File: config.mk
export PLATFORM = sky130hd
export DESIGN_NAME = linear_recurrence_matrix_power_flat
export DESIGN_NICKNAME = d
export VERILOG_FILES = /design/src/hdl/lrmp_pkg.sv /design/src/hdl/lrmp_if.sv /design/src/hdl/linear_recurrence_matrix_power.sv /design/src/hdl/lrmp_ram.sv /design/src/flat_wrapper.sv
export SDC_FILE = /design/constraint.sdc
export NUM_CORES = 2
export LEC_CHECK = 0
export BUFFER_PORTS_ARGS = -buffer_cell sky130_fd_sc_hd__buf_2
export CAP_MARGIN = 5
export CORE_MARGIN = 2
export CORE_UTILIZATION = 50
export CTS_CLUSTER_DIAMETER = 120
export CTS_CLUSTER_SIZE = 40
export DETAILED_ROUTE_END_ITERATION = 8
export PLACE_DENSITY_LB_ADDON = 0.1
export SETUP_SLACK_MARGIN = 0.5
export SYNTH_ARGS = -nofsm -noshare
export SYNTH_HDL_FRONTEND = slang
export SYNTH_SLANG_ARGS = --single-unit
File: constraint.sdc
create_clock -name clock -period 11.8 [get_ports clock]
set_input_delay 2.36 -clock clock [delete_from_list [all_inputs] [get_ports clock]]
set_output_delay 2.36 -clock clock [all_outputs]
set_load 0.05 [all_outputs]
File: src/hdl/lrmp_pkg.sv
// shared types, widths and modulus constants for the linear recurrence block
package lrmp_pkg;

   localparam int VAL_W = 25;
   localparam int RED_W = 26;
   localparam int MUL_W = 26;
   localparam int PROD_W = 2 * MUL_W;
   localparam int S_W = 50;
   localparam int TERM_MOD_INT = 19260817;

   // barrett reduction for products below 2^50
   localparam int BARRETT_LO = 24;
   localparam int BARRETT_HI = 26;

   typedef logic [VAL_W-1:0] term_type;

   localparam term_type TERM_MOD = VAL_W'(TERM_MOD_INT);
   localparam logic [MUL_W-1:0] BARRETT_MU = MUL_W'((64'd1 << S_W) / 64'd19260817);
   localparam logic [RED_W-1:0] TERM_MOD_X3 = RED_W'(3 * TERM_MOD_INT);

   // operands come in below twice the modulus, one subtract brings them in range
   function automatic term_type reduce_once(input term_type v);
      reduce_once = (v >= TERM_MOD) ? term_type'(v - TERM_MOD) : v;
   endfunction

endpackage

File: src/hdl/lrmp_if.sv
// valid/ready channel interfaces for request and response words
interface lrmp_req_if #(
   parameter int INDEX_BITS = 60
);
   import lrmp_pkg::*;

   logic                  valid;
   logic                  ready;
   term_type              coef_prev;
   term_type              coef_prev2;
   term_type              addend;
   term_type              first_term;
   term_type              second_term;
   logic [INDEX_BITS-1:0] index;

   modport source (
      output valid, coef_prev, coef_prev2, addend, first_term, second_term, index,
      input  ready
   );
   modport sink (
      input  valid, coef_prev, coef_prev2, addend, first_term, second_term, index,
      output ready
   );
endinterface

interface lrmp_rsp_if;
   import lrmp_pkg::*;

   logic     valid;
   logic     ready;
   term_type term_value;

   modport source (
      output valid, term_value,
      input  ready
   );
   modport sink (
      input  valid, term_value,
      output ready
   );
endinterface

File: src/hdl/linear_recurrence_matrix_power.sv
// linear recurrence term f(n) mod 19260817 by 3x3 companion matrix power
//
// Each request word gives a, b, c, f(1), f(2) and n; the response word is
// f(n) mod 19260817 for f(n) = a*f(n-1) + b*f(n-2) + c. One word is worked at
// a time and req ready is low until its result is in the output register; a
// finished result may wait there for rsp ready while the next request is taken.
// All multiplies run on one shared 26x26 multiplier, which does each modular
// multiply-add in three passes (product, barrett quotient, quotient times
// modulus), then a subtract, up to two corrections and an accumulate. Each
// matrix entry is three multiply-adds, and a 3x3 matrix product is nine
// entries. The matrices live in a 64-entry ram with two read ports.
// A request with n of 3 or more first loads the identity and the companion
// matrix into the ram, then does INDEX_BITS squarings plus one product for
// each set bit of n-2, then multiplies the top row by (f(2), f(1), 1).
// n of 0, 1 or 2 skips the matrix work and goes to the output register.
module linear_recurrence_matrix_power #(
   parameter int INDEX_BITS = 60
) (
   input  logic       clock,
   input  logic       reset,
   lrmp_req_if.sink   req_bus,
   lrmp_rsp_if.source rsp_bus
);
   import lrmp_pkg::*;

   localparam int BIT_W = $clog2(INDEX_BITS);
   localparam int RAM_DEPTH = 64;
   localparam int ADDR_W = $clog2(RAM_DEPTH);

   localparam logic [3:0] S_IDLE = 4'd0;
   localparam logic [3:0] S_INIT = 4'd1;
   localparam logic [3:0] S_RD   = 4'd2;
   localparam logic [3:0] S_MUL  = 4'd3;
   localparam logic [3:0] S_QEST = 4'd4;
   localparam logic [3:0] S_QM   = 4'd5;
   localparam logic [3:0] S_SUB  = 4'd6;
   localparam logic [3:0] S_FIX  = 4'd7;
   localparam logic [3:0] S_DONE = 4'd8;

   localparam logic [1:0] MODE_SQR = 2'd0;
   localparam logic [1:0] MODE_MUL = 2'd1;
   localparam logic [1:0] MODE_VEC = 2'd2;

   // ram regions: two ping-pong banks for the running power, one for the base
   localparam logic [1:0] REG_BANK0 = 2'd0;
   localparam logic [1:0] REG_BASE  = 2'd2;

   localparam logic [1:0] IDX_LAST = 2'd2;

   logic [3:0]            state_ff, state_in;
   logic [1:0]            mode_ff, mode_in;
   logic                  bank_ff, bank_in;
   logic                  init_sel_ff, init_sel_in;
   logic [1:0]            i_ff, i_in;
   logic [1:0]            j_ff, j_in;
   logic [1:0]            k_ff, k_in;
   logic [BIT_W-1:0]      bit_ff, bit_in;
   logic [INDEX_BITS-1:0] ex_ff, ex_in;
   term_type              a_ff, a_in;
   term_type              b_ff, b_in;
   term_type              c_ff, c_in;
   term_type              f1_ff, f1_in;
   term_type              f2_ff, f2_in;
   logic [S_W-1:0]        s_ff, s_in;
   logic [MUL_W-1:0]      q_ff, q_in;
   logic [S_W-1:0]        qm_ff, qm_in;
   logic [RED_W-1:0]      r_ff, r_in;
   term_type              sum_ff, sum_in;
   logic                  out_valid_ff, out_valid_in;
   term_type              out_value_ff, out_value_in;

   logic                  req_fire;
   logic [INDEX_BITS-1:0] n_word;
   term_type              f1_red, f2_red;
   logic [MUL_W-1:0]      mul_a, mul_b;
   logic [PROD_W-1:0]     mul_p;
   term_type              rd_a, rd_b;
   term_type              y_op;
   term_type              init_val;
   logic                  r_small;
   term_type              acc_base;
   logic [RED_W-1:0]      acc_sum;
   term_type              acc_res;
   logic                  ram_we;
   logic [ADDR_W-1:0]     ram_waddr, raddr_a, raddr_b;
   term_type              ram_wdata;

   assign req_bus.ready = (state_ff == S_IDLE);
   assign req_fire = req_bus.valid && req_bus.ready;
   assign n_word = req_bus.index;
   assign f1_red = reduce_once(req_bus.first_term);
   assign f2_red = reduce_once(req_bus.second_term);

   assign rsp_bus.valid = out_valid_ff;
   assign rsp_bus.term_value = out_value_ff;

   // the shared multiplier
   always_comb begin
      case (state_ff)
         S_QEST: begin
            mul_a = s_ff[S_W-1:BARRETT_LO];
            mul_b = BARRETT_MU;
         end
         S_QM: begin
            mul_a = q_ff;
            mul_b = {1'b0, TERM_MOD};
         end
         default: begin
            mul_a = {1'b0, rd_a};
            mul_b = {1'b0, y_op};
         end
      endcase
   end
   assign mul_p = mul_a * mul_b;

   always_comb begin
      if (mode_ff == MODE_VEC) begin
         case (k_ff)
            2'd0:    y_op = f2_ff;
            2'd1:    y_op = f1_ff;
            default: y_op = term_type'(1);
         endcase
      end else begin
         y_op = rd_b;
      end
   end

   // identity into bank 0, then the companion matrix into the base region
   always_comb begin
      if (!init_sel_ff) begin
         init_val = (i_ff == j_ff) ? term_type'(1) : term_type'(0);
      end else begin
         case (i_ff)
            2'd0: begin
               case (j_ff)
                  2'd0:    init_val = a_ff;
                  2'd1:    init_val = b_ff;
                  default: init_val = c_ff;
               endcase
            end
            2'd1:    init_val = (j_ff == 2'd0) ? term_type'(1) : term_type'(0);
            default: init_val = (j_ff == IDX_LAST) ? term_type'(1) : term_type'(0);
         endcase
      end
   end

   assign r_small = (r_ff < {1'b0, TERM_MOD});
   assign acc_base = (k_ff == 2'd0) ? term_type'(0) : sum_ff;
   assign acc_sum = {1'b0, acc_base} + r_ff;
   assign acc_res = (acc_sum >= {1'b0, TERM_MOD}) ? VAL_W'(acc_sum - {1'b0, TERM_MOD})
                                                  : VAL_W'(acc_sum);

   assign raddr_a = {1'b0, bank_ff, i_ff, k_ff};
   assign raddr_b = (mode_ff == MODE_MUL) ? {REG_BASE, k_ff, j_ff}
                                          : {1'b0, bank_ff, k_ff, j_ff};

   assign ram_we = (state_ff == S_INIT) ||
                   ((state_ff == S_FIX) && r_small && (k_ff == IDX_LAST) &&
                    (mode_ff != MODE_VEC));
   assign ram_waddr = (state_ff == S_INIT)
                    ? {(init_sel_ff ? REG_BASE : REG_BANK0), i_ff, j_ff}
                    : {1'b0, ~bank_ff, i_ff, j_ff};
   assign ram_wdata = (state_ff == S_INIT) ? init_val : acc_res;

   lrmp_ram #(
      .WIDTH (VAL_W),
      .DEPTH (RAM_DEPTH)
   ) u_mat_ram (
      .clock   (clock),
      .we      (ram_we),
      .waddr   (ram_waddr),
      .wdata   (ram_wdata),
      .raddr_a (raddr_a),
      .raddr_b (raddr_b),
      .rdata_a (rd_a),
      .rdata_b (rd_b)
   );

   always_comb begin
      state_in     = state_ff;
      mode_in      = mode_ff;
      bank_in      = bank_ff;
      init_sel_in  = init_sel_ff;
      i_in         = i_ff;
      j_in         = j_ff;
      k_in         = k_ff;
      bit_in       = bit_ff;
      ex_in        = ex_ff;
      a_in         = a_ff;
      b_in         = b_ff;
      c_in         = c_ff;
      f1_in        = f1_ff;
      f2_in        = f2_ff;
      s_in         = s_ff;
      q_in         = q_ff;
      qm_in        = qm_ff;
      r_in         = r_ff;
      sum_in       = sum_ff;
      out_valid_in = out_valid_ff && !rsp_bus.ready;
      out_value_in = out_value_ff;

      case (state_ff)
         S_IDLE: begin
            if (req_fire) begin
               a_in  = reduce_once(req_bus.coef_prev);
               b_in  = reduce_once(req_bus.coef_prev2);
               c_in  = reduce_once(req_bus.addend);
               f1_in = f1_red;
               f2_in = f2_red;
               if (n_word[INDEX_BITS-1:1] == '0) begin
                  sum_in   = f1_red;
                  state_in = S_DONE;
               end else if (n_word == INDEX_BITS'(2)) begin
                  sum_in   = f2_red;
                  state_in = S_DONE;
               end else begin
                  ex_in       = n_word - INDEX_BITS'(2);
                  i_in        = 2'd0;
                  j_in        = 2'd0;
                  init_sel_in = 1'b0;
                  state_in    = S_INIT;
               end
            end
         end
         S_INIT: begin
            if (j_ff != IDX_LAST) begin
               j_in = j_ff + 2'd1;
            end else begin
               j_in = 2'd0;
               if (i_ff != IDX_LAST) begin
                  i_in = i_ff + 2'd1;
               end else begin
                  i_in = 2'd0;
                  if (!init_sel_ff) begin
                     init_sel_in = 1'b1;
                  end else begin
                     mode_in  = MODE_SQR;
                     bank_in  = 1'b0;
                     k_in     = 2'd0;
                     bit_in   = BIT_W'(INDEX_BITS - 1);
                     state_in = S_RD;
                  end
               end
            end
         end
         S_RD: begin
            state_in = S_MUL;
         end
         S_MUL: begin
            s_in     = mul_p[S_W-1:0];
            state_in = S_QEST;
         end
         S_QEST: begin
            q_in     = mul_p[PROD_W-1:BARRETT_HI];
            state_in = S_QM;
         end
         S_QM: begin
            qm_in    = mul_p[S_W-1:0];
            state_in = S_SUB;
         end
         S_SUB: begin
            // quotient estimate is at most two short, remainder stays below 3m
            r_in     = RED_W'(s_ff - qm_ff);
            state_in = S_FIX;
         end
         S_FIX: begin
            if (!r_small) begin
               r_in = r_ff - {1'b0, TERM_MOD};
            end else begin
               sum_in = acc_res;
               if (k_ff != IDX_LAST) begin
                  k_in     = k_ff + 2'd1;
                  state_in = S_RD;
               end else begin
                  k_in = 2'd0;
                  if (mode_ff == MODE_VEC) begin
                     state_in = S_DONE;
                  end else if (j_ff != IDX_LAST) begin
                     j_in     = j_ff + 2'd1;
                     state_in = S_RD;
                  end else if (i_ff != IDX_LAST) begin
                     j_in     = 2'd0;
                     i_in     = i_ff + 2'd1;
                     state_in = S_RD;
                  end else begin
                     // matrix product finished, result bank becomes the power
                     j_in     = 2'd0;
                     i_in     = 2'd0;
                     bank_in  = ~bank_ff;
                     state_in = S_RD;
                     if ((mode_ff == MODE_SQR) && ex_ff[bit_ff]) begin
                        mode_in = MODE_MUL;
                     end else if (bit_ff == '0) begin
                        mode_in = MODE_VEC;
                     end else begin
                        bit_in  = bit_ff - BIT_W'(1);
                        mode_in = MODE_SQR;
                     end
                  end
               end
            end
         end
         S_DONE: begin
            if (!out_valid_ff || rsp_bus.ready) begin
               out_valid_in = 1'b1;
               out_value_in = sum_ff;
               state_in     = S_IDLE;
            end
         end
         default: begin
            state_in = S_IDLE;
         end
      endcase
   end

   always_ff @(posedge clock) begin
      if (reset) begin
         state_ff     <= S_IDLE;
         out_valid_ff <= 1'b0;
      end else begin
         state_ff     <= state_in;
         out_valid_ff <= out_valid_in;
      end
      mode_ff      <= mode_in;
      bank_ff      <= bank_in;
      init_sel_ff  <= init_sel_in;
      i_ff         <= i_in;
      j_ff         <= j_in;
      k_ff         <= k_in;
      bit_ff       <= bit_in;
      ex_ff        <= ex_in;
      a_ff         <= a_in;
      b_ff         <= b_in;
      c_ff         <= c_in;
      f1_ff        <= f1_in;
      f2_ff        <= f2_in;
      s_ff         <= s_in;
      q_ff         <= q_in;
      qm_ff        <= qm_in;
      r_ff         <= r_in;
      sum_ff       <= sum_in;
      out_value_ff <= out_value_in;
   end

   a_barrett_bound: assert property (@(posedge clock) disable iff (reset)
      (state_ff == S_FIX) && ($past(state_ff) == S_SUB) |-> (r_ff < TERM_MOD_X3))
      else $error("barrett remainder out of range");

   a_result_reduced: assert property (@(posedge clock) disable iff (reset)
      out_valid_ff |-> (out_value_ff < TERM_MOD))
      else $error("result word not reduced");

   a_busy_after_accept: assert property (@(posedge clock) disable iff (reset)
      req_fire |=> (state_ff != S_IDLE))
      else $error("block idle right after accepting a word");

   a_no_source_overwrite: assert property (@(posedge clock) disable iff (reset)
      ram_we && (state_ff == S_FIX) |->
         (ram_waddr[ADDR_W-1:ADDR_W-2] != {1'b0, bank_ff}) &&
         (ram_waddr[ADDR_W-1:ADDR_W-2] != REG_BASE))
      else $error("matrix product writes into its own source");

endmodule

File: src/hdl/lrmp_ram.sv
// generic ram, one write port and two registered read ports
module lrmp_ram #(
   parameter int WIDTH = 25,
   parameter int DEPTH = 64
) (
   input  logic                     clock,
   input  logic                     we,
   input  logic [$clog2(DEPTH)-1:0] waddr,
   input  logic [WIDTH-1:0]         wdata,
   input  logic [$clog2(DEPTH)-1:0] raddr_a,
   input  logic [$clog2(DEPTH)-1:0] raddr_b,
   output logic [WIDTH-1:0]         rdata_a,
   output logic [WIDTH-1:0]         rdata_b
);

   logic [WIDTH-1:0] mem_ff [DEPTH];

   always_ff @(posedge clock) begin
      if (we) begin
         mem_ff[waddr] <= wdata;
      end
      rdata_a <= mem_ff[raddr_a];
      rdata_b <= mem_ff[raddr_b];
   end

endmodule
File: src/flat_wrapper.sv
// flat-port wrapper written by rule: the top's interface ports become plain ports
module linear_recurrence_matrix_power_flat import lrmp_pkg::*;
#(
   parameter int INDEX_BITS = 60
)
  (clock, reset, req_bus_valid, req_bus_coef_prev, req_bus_coef_prev2, req_bus_addend, req_bus_first_term, req_bus_second_term, req_bus_index, req_bus_ready, rsp_bus_valid, rsp_bus_term_value, rsp_bus_ready);
  lrmp_req_if #(.INDEX_BITS(INDEX_BITS)) req_bus_i ();
  lrmp_rsp_if rsp_bus_i ();
  input  logic clock;
  input  logic reset;
  input wire logic [$bits(req_bus_i.valid)-1:0] req_bus_valid;
  input wire logic [$bits(req_bus_i.coef_prev)-1:0] req_bus_coef_prev;
  input wire logic [$bits(req_bus_i.coef_prev2)-1:0] req_bus_coef_prev2;
  input wire logic [$bits(req_bus_i.addend)-1:0] req_bus_addend;
  input wire logic [$bits(req_bus_i.first_term)-1:0] req_bus_first_term;
  input wire logic [$bits(req_bus_i.second_term)-1:0] req_bus_second_term;
  input wire logic [$bits(req_bus_i.index)-1:0] req_bus_index;
  output wire logic [$bits(req_bus_i.ready)-1:0] req_bus_ready;
  output wire logic [$bits(rsp_bus_i.valid)-1:0] rsp_bus_valid;
  output wire logic [$bits(rsp_bus_i.term_value)-1:0] rsp_bus_term_value;
  input wire logic [$bits(rsp_bus_i.ready)-1:0] rsp_bus_ready;
  assign req_bus_i.valid = req_bus_valid;
  assign req_bus_i.coef_prev = req_bus_coef_prev;
  assign req_bus_i.coef_prev2 = req_bus_coef_prev2;
  assign req_bus_i.addend = req_bus_addend;
  assign req_bus_i.first_term = req_bus_first_term;
  assign req_bus_i.second_term = req_bus_second_term;
  assign req_bus_i.index = req_bus_index;
  assign req_bus_ready = req_bus_i.ready;
  assign rsp_bus_valid = rsp_bus_i.valid;
  assign rsp_bus_term_value = rsp_bus_i.term_value;
  assign rsp_bus_i.ready = rsp_bus_ready;
  linear_recurrence_matrix_power #(.INDEX_BITS(INDEX_BITS)) u_core (.clock(clock), .reset(reset), .req_bus(req_bus_i), .rsp_bus(rsp_bus_i));
endmodule
==> results.yml <==
run_status:
  outcome: "complete, no violations"
placement:
  dp.final_hpwl_um: 197000
  numPortBuffers: 215
  place.gp.congestion: 0.964
timing:
  slew_viol_final: 0
  slew-limit-headroom: 0.134
  max_slew.worst_pin.slew_ns: 1.30
  final.setup.tns_ns: 0
  hold_violations: 0
  setup_viol: 0
  period_share: 0.920
  timing.fmax_mhz: 92.1
  layout_min_cycle_time_ns: 10.86
  fin_skew_ns: 0.0796
  rsz0062_at_grt: "false"
job:
  max_cap_viol_count: 0
route:
  dr.pass1.iters: 7
  ant_nets: 0
  drtIter0Drc: 6921
  drt-total-wl_um: 287000
  wl_per_cell_um: 30.1
  drc_errors: 0
  vias: 59500
  via_per_inst: 6.25
synth:
  async_reset_ff_frac: 0
  synth-seq-cells: 1634
  synth_cells: 6832
  avgSynthCellArea_um2: 14.2
  synth_flop_cell: "edfxtp_1"
  ys.warnings.count: 0
  synthesis.area_um2: 97100
  synth-edff-count: 1579
  yosysUniqueCellTypes: 82
  seq_area_frac_synth: 0.500
floorplanning:
  pin_count: 216
  die_area_um2: 198000
  core_um2: 193000
  start_util: 0.504
  dieHeight_um: 445
  die_x_um: 445
  rows: 161
global_routing:
  grt_max_degree: 111
  grt_pass1_wl_um: 416000
  overflow: 0
  gr-usage-all-layers: 0.290
  antenna_found_initial: 19
  grt_pass1_vias: 59800
worst_setup_path:
  cp_max_fo: 27
  crit_type: "reg2reg"
  cp-end-kind: "register"
  max_stage_delay_ns: 0.95
  arrival_ns: 11.42
  cp_slowest_cell: "o21ai_1"
  crit_top_cell: "fa_1"
  cp.required_ns: 12.36
  startpoint_type: "register"
clocking:
  postCtsHoldBufs: 0
  post_cts.repair.setup_buffers: 0
  insertion_delay_ns: 0.81
  htree_levels: 2
  cts_sinks: 1634
  clk_pin_slew_worst_paths_ns: 0.14
  cts_tree: "built"
  numCtsBuffers: 53
  clockRootBuffer: "clkbuf_16"
  cts.path.max_buffers: 3
  ctsResizeCount: 0
finish:
  fillers: 15700
  drive_gt1_frac: 0.187
  mostFrequentLayoutCells: "edfxtp_1, inv_1, mux4_2"
  layout_commonest_cell: "edfxtp_1"
  area.growth.synth_to_final_pct: 7.31
  nNetsFinal: 7962
min_path:
  hold_path.class: "reg2reg"
[per-layer routing]
layer	track usage	wire, um	vias to the layer above
met4	0.102	11600	0
met3	0.0503	23100	447
met2	0.462	136000	2474
met5	0	0	-
met1	0.407	116000	31400
li1	-	-	25200
[worst max-delay path, delay by kind of cell, from the launching register on]
| kind | cells | cell delay, ns |
|---|---|---|
| compound gates | 10 | 3.83 |
| simple gates | 6 | 1.49 |
| fa+ha+maj | 9 | 3.75 |
| flops | 1 | 0.48 |
| buf+inv | 7 | 0.92 |
| xor+xnor | 1 | 0.14 |
[cells by family after synthesis]
kind of cell             count (synthesis)  synth area share
other                                    2         0.0000774
AO/OA/AOI/OAI                          754            0.0520
AND/OR/NAND/NOR                       1520            0.0701
buffers and inverters                 1076            0.0419
adder cells (fa/ha/maj)                840             0.153
XOR/XNOR                               293            0.0264
multiplexers                           713             0.157
flip-flops                            1634             0.500
[Yosys cell counts, types with 33 or more instances]
master    number  area [um2]
a211oi_1      33         248
a21o_1        64         480
a21oi_1      184         921
and3_1        40         250
buf_1         49         184
clkbuf_1     300        1130
dfxtp_1       55        1100
edfxtp_1    1579       47400
fa_1         576       11500
ha_1         264        3300
inv_1        719        2700
mux2i_1       42         420
mux4_2       644       14500
nand2_1      495        1860
nand2b_1      42         263
nand3_1       58         290
nand3b_1      33         248
nor2_1       584        2190
nor2b_1       45         282
nor3_1        67         335
o21a_1        33         248
o21ai_0      151         756
xnor2_1      168        1470
xor2_1       125        1090
[final cells by class]
class	instances	area, um2	share of cell area
sequential	1634	48500	0.466
timing repair buffer	397	2520	0.0242
multi-input combinational	4126	45400	0.436
inverter	721	2710	0.0261
antenna	18	45.0	0.000432
tap	2526	3160	0.0303
clock inverter	20	404	0.00388
clock buffer	79	1430	0.0138
[registers in the layout, summed over array words and instances, names as in the netlist, 26 cells and up]
register                 count
u_core.r_ff                 26
u_core.qm_ff                26
u_core.ex_ff                60
u_core.q_ff                 26
u_core.u_mat_ram.mem_ff   1200
u_core.s_ff                 50
[path summary, 6_finish.rpt]
kind / startpoint / to / slack (ns) / depth (start not counted)
worst max-delay path: u_core.k_ff[1]$_SDFFCE_PN0P_ / u_core.q_ff[25]$_DFFE_PN_ / 0.94 / 33
worst min-delay path: u_core.sum_ff[12]$_DFFE_PP_ / u_core.rsp_bus.term_value[12]$_DFFE_PP_ / 0.48 / 0
worst max register to register: u_core.k_ff[1]$_SDFFCE_PN0P_ / u_core.q_ff[25]$_DFFE_PN_ / 0.94 / 33
worst min register to register: u_core.sum_ff[12]$_DFFE_PP_ / u_core.rsp_bus.term_value[12]$_DFFE_PP_ / 0.48 / 0
[per-stage QoR]
stage | setup slack, ns | utilization | hold slack, ns | area, um2 | cells
final | 0.942 | 0.540 | 0.477 | 104000 | 9521
after global routing | 0.557 | 0.540 | 0.486 | 104000 | 9514
after CTS | 1.09 | 0.540 | 0.480 | 104000 | 9502
after detailed placement | 1.11 | 0.530 | 0.446 | 102000 | 9403
after global placement | 1.28 | 0.530 | 0.428 | 102000 | 9403
after floorplan | 1.61 | - | 0.418 | 97100 | 6836
Power is not shown: default switching activity piles up to over one toggle a cycle in this logic, so the estimate is an artifact.
